--- config.mk ---
export PLATFORM = sky130hd
export DESIGN_NAME = kti_ctrl
export DESIGN_NICKNAME = d
export VERILOG_FILES = /design/src/rtl/core/kti_pkg.sv /design/src/rtl/core/kti_ctrl.sv
export SDC_FILE = /design/constraint.sdc
export NUM_CORES = 1
export LEC_CHECK = 0
export BUFFER_PORTS_ARGS = -buffer_cell sky130_fd_sc_hd__buf_2
export CAP_MARGIN = 15
export CORE_AREA = 2 2 39 41
export CTS_CLUSTER_SIZE = 16
export DETAILED_ROUTE_END_ITERATION = 7
export DIE_AREA = 0 0 41 43
export MAX_ROUTING_LAYER = met4
export PLACE_DENSITY = 0.72
export SYNTH_ARGS = -nofsm -noshare
export SYNTH_HDL_FRONTEND = slang
export SYNTH_SLANG_ARGS = --single-unit
--- constraint.sdc ---
create_clock -name clk -period 2.5 [get_ports clk]
set_clock_uncertainty 0.2 [all_clocks]
set_input_delay 0.5 -clock clk [delete_from_list [all_inputs] [get_ports clk]]
set_output_delay 0.5 -clock clk [all_outputs]
set_load 0.1 [all_outputs]
--- src/rtl/core/kti_pkg.sv ---
package kti_pkg;

  // fixed field widths
  localparam int unsigned TIME_W    = 32;
  localparam int unsigned VAL_W     = 32;
  localparam int unsigned DELTA_W   = 20;
  localparam int unsigned KIDX_W    = 6;
  localparam int unsigned KCNT_W    = 7;
  localparam int unsigned ENTRY_W   = TIME_W + 3 * VAL_W;
  localparam int unsigned FRAC_BITS = 16;
  localparam int unsigned DIV_STEPS = TIME_W + FRAC_BITS;
  localparam int unsigned DCNT_W    = $clog2(DIV_STEPS);

  // configuration register indexes
  localparam logic REG_KEY_COUNT   = 1'b0;
  localparam logic REG_LOOP_ENABLE = 1'b1;

  typedef enum logic [3:0] {
    S_IDLE, S_RLAST, S_LAST, S_K0, S_SCAN, S_FB,
    S_DIVINIT, S_DIV, S_FIX, S_MUL, S_ACC, S_DONE
  } state_t;

  typedef enum logic [1:0] {
    RD_LAST, RD_ZERO, RD_ONE, RD_NEXT
  } rd_sel_t;

  typedef struct packed {
    logic    tick_start;
    logic    load_wr;
    rd_sel_t rd_sel;
    logic    cap_last;
    logic    cap_k0;
    logic    scan_step;
    logic    fallback;
    logic    div_init;
    logic    div_step;
    logic    fix_f;
    logic    mul;
    logic    acc;
    logic    out_load;
  } cmd_t;

  typedef struct packed {
    logic single;
    logic match;
    logic scan_end;
    logic den_zero;
    logic div_last;
    logic axis_last;
  } status_t;

endpackage

--- src/rtl/core/kti_ctrl.sv ---
module kti_ctrl (
  input  logic            clk,
  input  logic            rst,
  input  logic            s_tvalid,
  input  logic            s_tuser,
  output logic            s_tready,
  output logic            m_tvalid,
  input  logic            m_tready,
  input  kti_pkg::status_t st,
  output kti_pkg::cmd_t    cmd
);
  import kti_pkg::*;

  state_t state, state_next;
  logic   m_tvalid_next;
  logic   accept;
  logic   out_free;

  assign accept   = s_tvalid && s_tready;
  assign out_free = !m_tvalid || m_tready;

  // state register and result valid flag
  always_ff @(posedge clk) begin
    if (rst) begin
      state    <= S_IDLE;
      m_tvalid <= 1'b0;
    end else begin
      state    <= state_next;
      m_tvalid <= m_tvalid_next;
    end
  end

  always_comb begin
    if (cmd.out_load) begin
      m_tvalid_next = 1'b1;
    end else if (m_tready) begin
      m_tvalid_next = 1'b0;
    end else begin
      m_tvalid_next = m_tvalid;
    end
  end

  // next state
  always_comb begin
    state_next = state;
    case (state)
      S_IDLE: begin
        if (accept && s_tuser) state_next = S_RLAST;
      end
      S_RLAST: state_next = S_LAST;
      S_LAST: begin
        state_next = st.single ? S_DONE : S_K0;
      end
      S_K0: state_next = S_SCAN;
      S_SCAN: begin
        if (st.match) begin
          state_next = S_DIVINIT;
        end else if (st.scan_end) begin
          state_next = S_FB;
        end
      end
      S_FB: state_next = S_DIVINIT;
      S_DIVINIT: begin
        state_next = st.den_zero ? S_FIX : S_DIV;
      end
      S_DIV: begin
        if (st.div_last) state_next = S_FIX;
      end
      S_FIX: state_next = S_MUL;
      S_MUL: state_next = S_ACC;
      S_ACC: begin
        state_next = st.axis_last ? S_DONE : S_MUL;
      end
      S_DONE: begin
        if (out_free) state_next = S_IDLE;
      end
      default: state_next = S_IDLE;
    endcase
  end

  // commands to the datapath
  always_comb begin
    s_tready = (state == S_IDLE);
    cmd      = '0;
    cmd.rd_sel = RD_NEXT;
    case (state)
      S_IDLE: begin
        cmd.tick_start = accept && s_tuser;
        cmd.load_wr    = accept && !s_tuser;
      end
      S_RLAST: cmd.rd_sel = RD_LAST;
      S_LAST: begin
        cmd.cap_last = 1'b1;
        cmd.rd_sel   = RD_ZERO;
      end
      S_K0: begin
        cmd.cap_k0 = 1'b1;
        cmd.rd_sel = RD_ONE;
      end
      S_SCAN:    cmd.scan_step = 1'b1;
      S_FB:      cmd.fallback  = 1'b1;
      S_DIVINIT: cmd.div_init  = 1'b1;
      S_DIV:     cmd.div_step  = 1'b1;
      S_FIX:     cmd.fix_f     = 1'b1;
      S_MUL:     cmd.mul       = 1'b1;
      S_ACC:     cmd.acc       = 1'b1;
      S_DONE:    cmd.out_load  = out_free;
      default: begin
        cmd = '0;
      end
    endcase
  end

endmodule

==> results.yml <==
pwr:
  p_total_mw: 0.572
  comb_power_share: 0.627
  p_int_mw: 0.260
  p_sw_frac: 0.545
  pwr-share-clk: 0.160
  power_switching_mw: 0.312
  pwr-share-seq: 0.213
  power.density_mw_per_mm2: 638
  irDropWorstVdd_mv: 0.336
  leakage_nw: 0.363
setup_path:
  worst_r2r_path_depth: 5
  cp-end-kind: "primary output"
  crit_type: "register to primary output"
  required_ns: 1.80
  r2r-start: "state[3]"
  cp-startpoint: "state[0]"
  r2r_end: "state[1]"
  reg2reg_slack_ns: 0.81
  arrival_ns: 1.62
  cp_max_fo: 13
  cp-start-kind: "register"
  endpoint: "cmd[13]"
sta:
  rsz0062_at_grt: "false"
  fmax_mhz: 430
  slew_headroom: 0.683
  min_period_ns: 2.32
  setup_violations: 0
  worst_slew_pin_slew_ns: 0.474
  fin_ws_ns: 0.175
  period_share: 0.930
  timing.hold.ws_ns: 0.295
  hold_viol: 0
  final_max_slew_viol_count: 0
logic_synthesis:
  synth_compound_area_frac: 0.249
  synth_area_leaders: "dfxtp_1 (20%), nor2_1 (9.0%), nand2b_1 (6.3%), a21oi_1 (6.0%), nor3_1 (6.0%)"
  synth_top_family_by_area: "simple AND/OR/NAND/NOR gates"
  ys_types: 27
  synth-async-reset-ratio: 0
  yosys.area_share.simple: 0.437
  syn_avg_cell_area_um2: 7.22
  syn_inst: 69
  synth_top_area_cell: "dfxtp_1"
  synth-xor-area-share: 0.0176
  synth_fa_ha_area_frac: 0
  yosysWarnings: 0
  synth_edf_count: 0
  ys_seq_elements: 5
  synth-seq-area-share: 0.201
  synth_common_cells: "nor2_1 (12), a21oi_1 (6), nor3_1 (6)"
  synth_top_area_share: 0.201
  synth.most_common_cell: "nor2_1"
  syn_area_um2: 498
  synth_nets: 80
  synth_mux_area_frac: 0
  synth_flop_cell: "dfxtp_1"
floorplanning:
  io_pins: 27
  rows: 14
  dieArea_mm2: 0.00176
  die_w_um: 41
  start_util: 0.360
  core-area_mm2: 0.00138
  chipHeight_um: 43
grt:
  grt_pass1_vias: 480
  grt_max_degree: 17
  grt-ovfl-total: 0
  grt.total_usage: 0.165
  grt_pass1_wl_mm: 1.97
  antenna_found_initial: 0
clock_tree:
  clk_pin_slew_ns: 0.04
  cts_buffers: 3
  clock-root-buffer: "clkbuf_4"
  clkLatencyLatePin_ns: 0.24
  clockBufferDepth: 2
  post-cts-setup-buffers: 0
  cts_tree: "built"
  cts_hold_repair.buffers: 0
  clkSinkCount: 5
  h-tree-depth: 1
placement:
  dpl.hpwl_um: 967
  place_congestion: 0.792
  post-place-ws_ns: 0.347
  io_buffers: 26
drt:
  initialDrtViolationCount: 18
  drtAntennaViolNets: 0
  finalWirelength_mm: 1.19
  drc: 0
  viasPerCell: 5.10
  dr.pass1.iters: 5
  avgRoutedWirePerCell_um: 10.5
  vias: 576
layout:
  syn_to_final_growth_pct: 80.2
  drive_above_1_share: 0.526
  antenna_cells: 0
  nets: 109
hold_path:
  min_path_cells: 2
  hold_class: "primary input to register"
status:
  outcome: "complete, no violations"
job:
  cap_violations: 0
## metal layers
layer  vias to the layer above  track usage  wire length (um)
met5                         -            -                 0
met2                        16        0.225               597
met4                         0       0.0400                 0
met1                       259        0.228               511
met3                         0       0.0628                76
li1                        301            -                 -
## repair_timing
item	4_1_cts	5_1_grt
endpoints found under the hold margin	0	0
resized for setup	0	1
endpoints found under the setup margin	0	1
## worst min path at each step
stage,startpoint,endpoint,slack [ns]
6_report,rst,state[1],0.30
2_1_floorplan,rst,m_tvalid,0.37
3_3_place_gp,m_tvalid,m_tvalid,0.30
4_1_cts,rst,state[1],0.30
3_5_place_dp,m_tvalid,m_tvalid,0.31
5_1_grt,rst,state[1],0.32
## critical path, stage by stage, from the launching register on
cell and delay [ns]:
dfxtp_1 0.44, nor4_4 0.34, and3_1 0.18, buf_2 0.41
## state kept, by name, indices dropped and copies added, names as in the netlist
signal,count
m_tvalid,1
state,4
## cell usage in the layout, fill, tap and decap left out, types with 4 or more instances in the layout
cell type / synthesis / routed
dfxtp_1: 5 / 4
buf_4: 2 / 4
nor2_1: 12 / 7
buf_2: 2 / 15
a21oi_1: 6 / 4
nor2_2: 0 / 5
nand2b_1: 5 / 5
buf_12: 0 / 11
nand2_1: 5 / 5
nor2b_1: 4 / 4
nor3_4: 0 / 4
## layout make-up
type / count / area (um2)
Clock buffer: 4 / 26.3
Fill cell: 120 / 487
Sequential cell: 5 / 101
Tap cell: 16 / 20.0
Multi-Input combinational cell: 58 / 424
Timing Repair Buffer: 30 / 325
## power groups by stage
stage	Sequential [mW]	Clock (mW)	Combinational, mW
after floorplan	0.100	0	0.301
after global placement	0.123	0	0.358
after detailed placement	0.122	0	0.360
after CTS	0.121	0.0950	0.361
after global routing	0.125	0.100	0.376
final	0.122	0.0912	0.359
## cell families after synthesis
family | after synthesis
simple gates | 40
compound gates | 17
buf+inv | 6
flops | 5
xor+xnor | 1
## per-stage QoR
stage / area [um2] / utilization / setup TNS [ns] / instances
3_5_place_dp: 870 / 0.628 / 0 / 109
5_1_grt: 897 / 0.648 / 0 / 113
6_report: 897 / 0.648 / 0 / 113
4_1_cts: 896 / 0.647 / 0 / 113
3_3_place_gp: 870 / 0.628 / 0 / 109
2_1_floorplan: 572 / - / -1.47 / 69
(Power assumes the default switching activity.)
